[src/rtl/desq_pkg.sv]
// desq_pkg: shared types and constants of the delayed event slot queue
// used by desq_front, desq_cmd_fifo, desq_back and delayed_event_slot_queue
package desq_pkg;

  localparam int unsigned QueueSlotsDefault = 16;
  localparam int unsigned MaxResults        = 16;
  localparam int unsigned CmdDepth          = 2;

  localparam int unsigned InDataW  = 112;
  localparam int unsigned OutDataW = 48;

  localparam logic [1:0] ActNone = 2'd0;

  typedef enum logic {
    OP_ADD  = 1'b0,
    OP_TICK = 1'b1
  } op_e;

  typedef struct packed {
    op_e         op;
    logic [31:0] stamp;
    logic        kind;
    logic [7:0]  id;
    logic [1:0]  act;
    logic [31:0] dur;
  } cmd_t;

  typedef struct packed {
    logic        kind;
    logic [7:0]  id;
    logic [1:0]  act;
    logic [31:0] dur;
  } res_t;

endpackage

[src/rtl/delayed_event_slot_queue.sv]
// delayed_event_slot_queue: top level, front, command queue and slot table
// depends on desq_pkg, desq_front, desq_cmd_fifo and desq_back
//
// A table of QUEUE_SLOTS timed events. An add item (tuser 0) stores its event
// in the lowest free slot with due time now_ms + delay_ms, or is dropped when
// the table is full; it yields no result. A tick item (tuser 1) scans the
// slots through the single read port of the slot memory, one slot a cycle
// while the output is not stalled. Due slots (wrap-safe, up to 2^31-1 ms
// late) are cleared; relay events with an action and all scene events give a
// result, at most 16 per tick, and the last one carries tlast. A two-entry
// command queue lets items be taken while a tick is being scanned. The slot
// table is empty after reset, with no clearing pass.
module delayed_event_slot_queue #(
  parameter int unsigned QUEUE_SLOTS = desq_pkg::QueueSlotsDefault
) (
  input  logic                          clk_i,
  input  logic                          rst_ni,
  input  logic                          s_axis_tvalid_i,
  output logic                          s_axis_tready_o,
  // now_ms[31:0], event_kind[32], target_id[40:33], relay_action[42:41],
  // delay_ms[74:43], on_duration_ms[106:75], zero fill
  input  logic [desq_pkg::InDataW-1:0]  s_axis_tdata_i,
  // operation[0]
  input  logic                          s_axis_tuser_i,
  output logic                          m_axis_tvalid_o,
  input  logic                          m_axis_tready_i,
  // fired_kind[0], fired_id[8:1], fired_action[10:9],
  // fired_duration_ms[42:11], zero fill
  output logic [desq_pkg::OutDataW-1:0] m_axis_tdata_o,
  output logic                          m_axis_tlast_o
);

  logic           f_valid, f_ready;
  desq_pkg::cmd_t f_cmd;
  logic           b_valid, b_ready;
  desq_pkg::cmd_t b_cmd;
  desq_pkg::res_t res;

  desq_front u_front (
    .s_valid_i (s_axis_tvalid_i),
    .s_user_i  (s_axis_tuser_i),
    .s_data_i  (s_axis_tdata_i),
    .s_ready_o (s_axis_tready_o),
    .q_ready_i (f_ready),
    .q_valid_o (f_valid),
    .q_cmd_o   (f_cmd)
  );

  desq_cmd_fifo #(
    .DEPTH (desq_pkg::CmdDepth)
  ) u_fifo (
    .clk_i      (clk_i),
    .rst_ni     (rst_ni),
    .wr_valid_i (f_valid),
    .wr_ready_o (f_ready),
    .wr_cmd_i   (f_cmd),
    .rd_valid_o (b_valid),
    .rd_ready_i (b_ready),
    .rd_cmd_o   (b_cmd)
  );

  desq_back #(
    .QUEUE_SLOTS (QUEUE_SLOTS)
  ) u_back (
    .clk_i       (clk_i),
    .rst_ni      (rst_ni),
    .cmd_valid_i (b_valid),
    .cmd_ready_o (b_ready),
    .cmd_i       (b_cmd),
    .out_valid_o (m_axis_tvalid_o),
    .out_ready_i (m_axis_tready_i),
    .out_res_o   (res),
    .out_last_o  (m_axis_tlast_o)
  );

  assign m_axis_tdata_o = {5'b0, res.dur, res.act, res.id, res.kind};

endmodule

[src/rtl/desq_front.sv]
// desq_front: unpacks input items, works out due times of add items
// and hands commands to the queue; depends on desq_pkg
module desq_front (
  input  logic                              s_valid_i,
  input  logic                              s_user_i,
  input  logic [desq_pkg::InDataW-1:0]      s_data_i,
  output logic                              s_ready_o,
  input  logic                              q_ready_i,
  output logic                              q_valid_o,
  output desq_pkg::cmd_t                    q_cmd_o
);

  logic [31:0] now_ms;
  logic [31:0] delay_ms;

  assign now_ms   = s_data_i[31:0];
  assign delay_ms = s_data_i[74:43];

  always_comb begin
    q_cmd_o.op    = desq_pkg::op_e'(s_user_i);
    q_cmd_o.kind  = s_data_i[32];
    q_cmd_o.id    = s_data_i[40:33];
    q_cmd_o.act   = s_data_i[42:41];
    q_cmd_o.dur   = s_data_i[106:75];
    if (desq_pkg::op_e'(s_user_i) == desq_pkg::OP_ADD) begin
      q_cmd_o.stamp = now_ms + delay_ms;
    end else begin
      q_cmd_o.stamp = now_ms;
    end
  end

  assign q_valid_o = s_valid_i;
  assign s_ready_o = q_ready_i;

endmodule

[src/rtl/desq_cmd_fifo.sv]
// desq_cmd_fifo: short command queue between front and back
// depends on desq_pkg for the command type
module desq_cmd_fifo #(
  parameter int unsigned DEPTH = desq_pkg::CmdDepth
) (
  input  logic           clk_i,
  input  logic           rst_ni,
  input  logic           wr_valid_i,
  output logic           wr_ready_o,
  input  desq_pkg::cmd_t wr_cmd_i,
  output logic           rd_valid_o,
  input  logic           rd_ready_i,
  output desq_pkg::cmd_t rd_cmd_o
);

  localparam int unsigned PW = (DEPTH > 1) ? $clog2(DEPTH) : 1;
  localparam int unsigned NW = $clog2(DEPTH + 1);

  desq_pkg::cmd_t   mem_q [DEPTH];
  logic [PW-1:0]    wr_ptr_q, wr_ptr_d;
  logic [PW-1:0]    rd_ptr_q, rd_ptr_d;
  logic [NW-1:0]    cnt_q, cnt_d;
  logic             push, pop;

  assign wr_ready_o = (cnt_q != NW'(DEPTH));
  assign rd_valid_o = (cnt_q != '0);
  assign rd_cmd_o   = mem_q[rd_ptr_q];
  assign push       = wr_valid_i && wr_ready_o;
  assign pop        = rd_valid_o && rd_ready_i;

  always_comb begin
    wr_ptr_d = wr_ptr_q;
    rd_ptr_d = rd_ptr_q;
    cnt_d    = cnt_q;
    if (push) begin
      wr_ptr_d = (wr_ptr_q == PW'(DEPTH - 1)) ? '0 : wr_ptr_q + 1'b1;
    end
    if (pop) begin
      rd_ptr_d = (rd_ptr_q == PW'(DEPTH - 1)) ? '0 : rd_ptr_q + 1'b1;
    end
    if (push && !pop) begin
      cnt_d = cnt_q + 1'b1;
    end else if (pop && !push) begin
      cnt_d = cnt_q - 1'b1;
    end
  end

  always_ff @(posedge clk_i or negedge rst_ni) begin
    if (!rst_ni) begin
      wr_ptr_q <= '0;
      rd_ptr_q <= '0;
      cnt_q    <= '0;
    end else begin
      wr_ptr_q <= wr_ptr_d;
      rd_ptr_q <= rd_ptr_d;
      cnt_q    <= cnt_d;
    end
  end

  always_ff @(posedge clk_i) begin
    if (push) begin
      mem_q[wr_ptr_q] <= wr_cmd_i;
    end
  end

endmodule

[src/rtl/desq_back.sv]
// desq_back: slot table, add placement and tick scan with result register
// depends on desq_pkg for command, result types and limits
module desq_back #(
  parameter int unsigned QUEUE_SLOTS = desq_pkg::QueueSlotsDefault
) (
  input  logic           clk_i,
  input  logic           rst_ni,
  input  logic           cmd_valid_i,
  output logic           cmd_ready_o,
  input  desq_pkg::cmd_t cmd_i,
  output logic           out_valid_o,
  input  logic           out_ready_i,
  output desq_pkg::res_t out_res_o,
  output logic           out_last_o
);

  localparam int unsigned IW = (QUEUE_SLOTS > 1) ? $clog2(QUEUE_SLOTS) : 1;
  localparam int unsigned CW = $clog2(QUEUE_SLOTS + 1);
  localparam int unsigned FW = $clog2(desq_pkg::MaxResults + 1);

  typedef enum logic [2:0] {
    ST_IDLE  = 3'b001,
    ST_SCAN  = 3'b010,
    ST_FLUSH = 3'b100
  } state_e;

  state_e               state_q, state_d;
  logic [QUEUE_SLOTS-1:0] valid_q, valid_d;
  logic [CW-1:0]        iss_q, iss_d;
  logic                 rd_v_q, rd_v_d;
  logic [IW-1:0]        rd_idx_q, rd_idx_d;
  logic [31:0]          now_q, now_d;
  logic [FW-1:0]        found_q, found_d;
  logic                 pend_v_q, pend_v_d;
  desq_pkg::res_t       pend_q, pend_d;
  logic                 out_v_q, out_v_d;
  desq_pkg::res_t       out_q, out_d;
  logic                 last_q, last_d;

  desq_pkg::res_t       meta_mem [QUEUE_SLOTS];
  logic [31:0]          due_mem  [QUEUE_SLOTS];
  desq_pkg::res_t       rd_res_q;
  logic [31:0]          rd_due_q;

  logic                 rd_en;
  logic [IW-1:0]        rd_addr;
  logic                 wr_en;
  logic [IW-1:0]        free_idx;
  logic                 free_found;
  logic [31:0]          diff;
  logic                 hit, emit, stall, stop, out_free;
  desq_pkg::res_t       wr_res;

  always_comb begin
    free_idx   = '0;
    free_found = 1'b0;
    for (int i = QUEUE_SLOTS - 1; i >= 0; i--) begin
      if (!valid_q[i]) begin
        free_idx   = IW'(i);
        free_found = 1'b1;
      end
    end
  end

  assign diff     = now_q - rd_due_q;
  assign hit      = (state_q == ST_SCAN) && rd_v_q && valid_q[rd_idx_q] && !diff[31];
  assign emit     = hit && (rd_res_q.kind || (rd_res_q.act != desq_pkg::ActNone));
  assign out_free = !out_v_q || out_ready_i;
  assign stall    = emit && pend_v_q && !out_free;
  assign stop     = emit && (found_q == FW'(desq_pkg::MaxResults - 1));

  assign cmd_ready_o = (state_q == ST_IDLE);
  assign wr_res.kind = cmd_i.kind;
  assign wr_res.id   = cmd_i.id;
  assign wr_res.act  = cmd_i.act;
  assign wr_res.dur  = cmd_i.dur;

  always_comb begin
    state_d  = state_q;
    valid_d  = valid_q;
    iss_d    = iss_q;
    rd_v_d   = rd_v_q;
    rd_idx_d = rd_idx_q;
    now_d    = now_q;
    found_d  = found_q;
    pend_v_d = pend_v_q;
    pend_d   = pend_q;
    out_v_d  = out_v_q && !out_ready_i;
    out_d    = out_q;
    last_d   = last_q;
    rd_en    = 1'b0;
    rd_addr  = '0;
    wr_en    = 1'b0;
    unique case (state_q)
      ST_IDLE: begin
        if (cmd_valid_i) begin
          if (cmd_i.op == desq_pkg::OP_ADD) begin
            if (free_found) begin
              wr_en             = 1'b1;
              valid_d[free_idx] = 1'b1;
            end
          end else begin
            now_d    = cmd_i.stamp;
            found_d  = '0;
            rd_en    = 1'b1;
            rd_addr  = '0;
            rd_idx_d = '0;
            rd_v_d   = 1'b1;
            iss_d    = CW'(1);
            state_d  = ST_SCAN;
          end
        end
      end
      ST_SCAN: begin
        if (!stall) begin
          if (hit) begin
            valid_d[rd_idx_q] = 1'b0;
          end
          if (emit) begin
            if (pend_v_q) begin
              out_d   = pend_q;
              last_d  = 1'b0;
              out_v_d = 1'b1;
            end
            pend_d   = rd_res_q;
            pend_v_d = 1'b1;
            found_d  = found_q + 1'b1;
          end
          if (stop || (iss_q == CW'(QUEUE_SLOTS))) begin
            rd_v_d  = 1'b0;
            state_d = ST_FLUSH;
          end else begin
            rd_en    = 1'b1;
            rd_addr  = iss_q[IW-1:0];
            rd_idx_d = iss_q[IW-1:0];
            rd_v_d   = 1'b1;
            iss_d    = iss_q + 1'b1;
          end
        end
      end
      ST_FLUSH: begin
        if (!pend_v_q) begin
          state_d = ST_IDLE;
        end else if (out_free) begin
          out_d    = pend_q;
          last_d   = 1'b1;
          out_v_d  = 1'b1;
          pend_v_d = 1'b0;
          state_d  = ST_IDLE;
        end
      end
      default: begin
        state_d = ST_IDLE;
      end
    endcase
  end

  always_ff @(posedge clk_i or negedge rst_ni) begin
    if (!rst_ni) begin
      state_q  <= ST_IDLE;
      valid_q  <= '0;
      iss_q    <= '0;
      rd_v_q   <= 1'b0;
      found_q  <= '0;
      pend_v_q <= 1'b0;
      out_v_q  <= 1'b0;
    end else begin
      state_q  <= state_d;
      valid_q  <= valid_d;
      iss_q    <= iss_d;
      rd_v_q   <= rd_v_d;
      found_q  <= found_d;
      pend_v_q <= pend_v_d;
      out_v_q  <= out_v_d;
    end
  end

  always_ff @(posedge clk_i) begin
    rd_idx_q <= rd_idx_d;
    now_q    <= now_d;
    pend_q   <= pend_d;
    out_q    <= out_d;
    last_q   <= last_d;
  end

  always_ff @(posedge clk_i) begin
    if (wr_en) begin
      meta_mem[free_idx] <= wr_res;
      due_mem[free_idx]  <= cmd_i.stamp;
    end
    if (rd_en) begin
      rd_res_q <= meta_mem[rd_addr];
      rd_due_q <= due_mem[rd_addr];
    end
  end

  assign out_valid_o = out_v_q;
  assign out_res_o   = out_q;
  assign out_last_o  = last_q;

endmodule
[config.mk]
export PLATFORM = sky130hd
export DESIGN_NAME = delayed_event_slot_queue
export DESIGN_NICKNAME = d
export VERILOG_FILES = /design/src/rtl/desq_pkg.sv /design/src/rtl/delayed_event_slot_queue.sv /design/src/rtl/desq_front.sv /design/src/rtl/desq_cmd_fifo.sv /design/src/rtl/desq_back.sv
export SDC_FILE = /design/constraint.sdc
export NUM_CORES = 2
export LEC_CHECK = 0
export BUFFER_PORTS_ARGS = -buffer_cell sky130_fd_sc_hd__buf_4
export CAP_MARGIN = 20
export CORE_UTILIZATION = 62
export DETAILED_ROUTE_END_ITERATION = 16
export PLACE_DENSITY = 0.79
export SETUP_SLACK_MARGIN = 0.02
export SLEW_MARGIN = 25
export SYNTH_ARGS = -nofsm -noshare
export SYNTH_HDL_FRONTEND = slang
export SYNTH_SLANG_ARGS = --single-unit
[constraint.sdc]
create_clock -name clk_i -period 8.6 [get_ports clk_i]
set_input_delay 1.29 -clock clk_i [delete_from_list [all_inputs] [get_ports clk_i]]
set_output_delay 1.29 -clock clk_i [all_outputs]
set_load 0.03 [all_outputs]
==> reports/metrics.csv <==
metric,value,unit
outcome,"finished, final reports clean",
nets@finish,4233,
IO Port Bufs,157,
flop-to-flop setup slack,2.76,ns
Remaining DRCs,0,
die area,0.101,mm2
Ys Warns,0,
initial antenna violation count,3,
"top cells by area, synth","edfxtp_1, o221ai_1, nand2_1, mux2_2, nor2_1",
VDD IR max,348,uV
Worst Hold Class,reg -> reg,
first-pass GRT wire length,220000,um
relative slew slack,0.243,
asr flop ratio synth,0.0227,
Synth area leader,edfxtp_1,
via count,36400,
PnR Total Power,20.6,mW
unrepaired setup endpoints after global routing,false,
largest net degree at the start of global routing,118,
endpoints failing hold,0,
hold path cells,0,
met3 routed WL,18600,um
setup bufs post-CTS,0,
Post-synth EDFFs,1550,
Min Hold Slack,0.414,ns
fin util,0.703,
top routing layer used,met5,
sequential area share after synthesis,0.771,
GPL Wtd Cong,0.817,
r2r worst-path depth,15,
leakage power total,23.9,nW
crit share post-route,0.679,
Avg Vias per Cell,6.67,
Clock Latency Late Sink,0.77,ns
cell family with most CP delay,compound AO/OA/AOI/OAI gates,
DRT Pass-1 Iters,8,
library cells used by synthesis,71,
setup violators final,0,
Netlist Area Pre-Place,0.0616,mm2
commonest cells in the netlist,"edfxtp_1, nand2_1, nor2_1",
Worst Max-Slew Pin Slew,1.14,ns
worst stage delay on the critical path,0.81,ns
CTS Hold Bufs,0,
Critical Path RT,9.04,ns
met2 wire len,70600,um
Die Span Y,317,um
antenna-violating nets left,0,
fmax,171,MHz
Crit Path Category,reg -> reg,
Startpoint Class,flop,
Worst-path clk slew,0.06,ns
min-delay src,u_back.rd_res_q[14]$_DFFE_PP_,
grt total ovfl,0,
num ports,168,
Critical R2R Capture,u_back.rd_due_q[13]$_DFFE_PP_,
core area,0.0984,mm2
Wirelength per Cell,27.5,um
post_cts resized,0,
DP Wirelength,74500,um
worst path arrival time,6.28,ns
R2R Path Start,u_back.rd_due_q[6]$_DFFE_PP_,
vias in the first global route,35700,
PD cells,298,mW/mm2
total CTS buffers,154,
WHS Endpoint,u_back.pend_q[14]$_DFFE_PP_,
metal1 wirelength,56200,um
Max-Cap Viols,0,
Syn-to-layout area delta,12.4,%
CTS root buffer,clkbuf_16,
Synth Area per Inst,15.9,um2
setup total negative slack,0,ns
crit path max-delay cell type,buf_4,
post-synth top area share,0.756,
Tot GR Track Use,0.302,
final wirelength,150000,um
CTS tree,built,
Die X,317,um
Initial Util,0.625,
layout cells sized above 1,0.143,
Worst Path Max Fanout,56,
min Tclk post-route,5.84,ns
synthesized instance count,3860,
"FF+latch count, synth",1586,
CP bufs+invs,3,
final max-slew violation count,0,
crit path cell chain,inv_1 > ha_1 > a21oi_1 > o21ai_0 > a21oi_1 > nor4_1 > o21a_1 > o211ai_1 > nand3_4 > nor2_4 > buf_4 > buf_4 > a221oi_1 > a22oi_1 > o221ai_1,
row count,115,
Initial DRC Count,5596,
Setup crit end kind,flop,
Max Clock Skew,0.0230,ns
"count leader, synth",edfxtp_1,
Max Root-Sink Buffers,3,
leading register cell type out of synthesis,edfxtp_1,
# H-tree levels,4,
clk sink count,1586,
## cell families after synthesis
logic type	after synthesis	synth area share
DFF	1586	0.771
and+or+nand+nor	969	0.0703
AOI/OAI and AO/OA	676	0.0817
buffers and inverters	311	0.0203
muxes	214	0.0380
adders and majority gates	67	0.0137
xor gates and xnor gates	36	0.00512
other	1	0.0000609
## metrics by stage
stage                     instance area (um2)  std cells  setup slack (ns)
after floorplan                         61600       3864              1.58
after CTS                               69200       5452              2.92
final                                   69200       5458              2.76
after global placement                  64300       5176              2.93
after detailed placement                64400       5178              2.81
after global routing                    69200       5454              2.66
## flip-flops by register name, summed over array words and instances, names as in the netlist
register	count
u_back.out_res_o	43
u_back.meta_mem	688
u_back.due_mem	512
u_fifo.mem_q	152
u_back.rd_res_q	43
u_back.pend_v_q	1
u_back.found_q	5
u_fifo.rd_ptr_q	1
u_back.rd_due_q	32
u_back.rd_v_q	1
u_fifo.cnt_q	2
u_back.rd_idx_q	4
u_fifo.wr_ptr_q	1
u_back.out_valid_o	1
u_back.now_q	32
u_back.valid_q	16
u_back.state_q	3
u_back.pend_q	43
u_back.iss_q	5
u_back.out_last_o	1
## cell type report
| class | count | area [um2] |
|---|---|---|
| flip-flops and latches | 1586 | 47500 |
| fillers | 5872 | 29200 |
| multi-input cells | 1967 | 13100 |
| clock buffers | 195 | 4030 |
| repair buffers | 219 | 1770 |
| well taps | 1287 | 1610 |
| clock inverters | 79 | 758 |
| inverters | 121 | 457 |
| diodes | 4 | 10.0 |
## layout by cell type, fill, tap and decap left out, types with 42 or more instances in the layout
cell type	Yosys	routed
a21oi_1	45	45
a221oi_1	64	64
a311o_1	42	42
a31oi_1	48	48
and3_1	52	50
buf_4	9	208
clkbuf_16	0	155
edfxtp_1	1550	1550
ha_1	66	66
inv_1	121	120
mux2_2	108	108
mux2i_1	101	101
nand2_1	365	362
nand2b_1	54	54
nor2_1	320	303
o21ai_0	127	127
o221ai_1	192	192
o22ai_1	48	47
or2_1	57	57
## how the worst max path moves through the flow
stage / end / startpoint / slack [ns] / cells after the start
2_1_floorplan: u_back.due_mem[3][0]$_DFFE_PP_ / u_back.valid_q[15]$_DFFE_PN0P_ / 1.58 / 9
3_3_place_gp: u_back.rd_res_q[23]$_DFFE_PP_ / m_axis_tready_i / 2.93 / 11
3_5_place_dp: u_back.rd_res_q[23]$_DFFE_PP_ / m_axis_tready_i / 2.81 / 11
4_1_cts: u_back.rd_due_q[13]$_DFFE_PP_ / u_back.rd_due_q[20]$_DFFE_PP_ / 2.92 / 15
5_1_grt: u_back.rd_due_q[13]$_DFFE_PP_ / u_back.rd_due_q[2]$_DFFE_PP_ / 2.66 / 15
6_report: u_back.rd_due_q[13]$_DFFE_PP_ / u_back.rd_due_q[6]$_DFFE_PP_ / 2.76 / 15
## worst reg2reg max path: stages, from the launching register on
cell and delay [ns]:
edfxtp_1 0.38, inv_1 0.07, ha_1 0.24, a21oi_1 0.18, o21ai_0 0.13, a21oi_1 0.34
nor4_1 0.18, o21a_1 0.31, o211ai_1 0.70, nand3_4 0.38, nor2_4 0.22, buf_4 0.79
buf_4 0.87, a221oi_1 0.25, a22oi_1 0.30, o221ai_1 0.19
## layer usage
metal | vias to the layer above | GRT usage
met5 | - | 0
met4 | 2 | 0.116
met3 | 389 | 0.0569
met2 | 2606 | 0.472
met1 | 18100 | 0.427
li1 | 15300 | -
## where the power goes
group | switching, mW | internal, mW | leakage, nW
Clock | 2.84 | 3.64 | 2.33
Combinational | 2.53 | 0.836 | 7.13
Sequential | 0.363 | 10.4 | 14.5
Power figures use the tool's default switching activity.
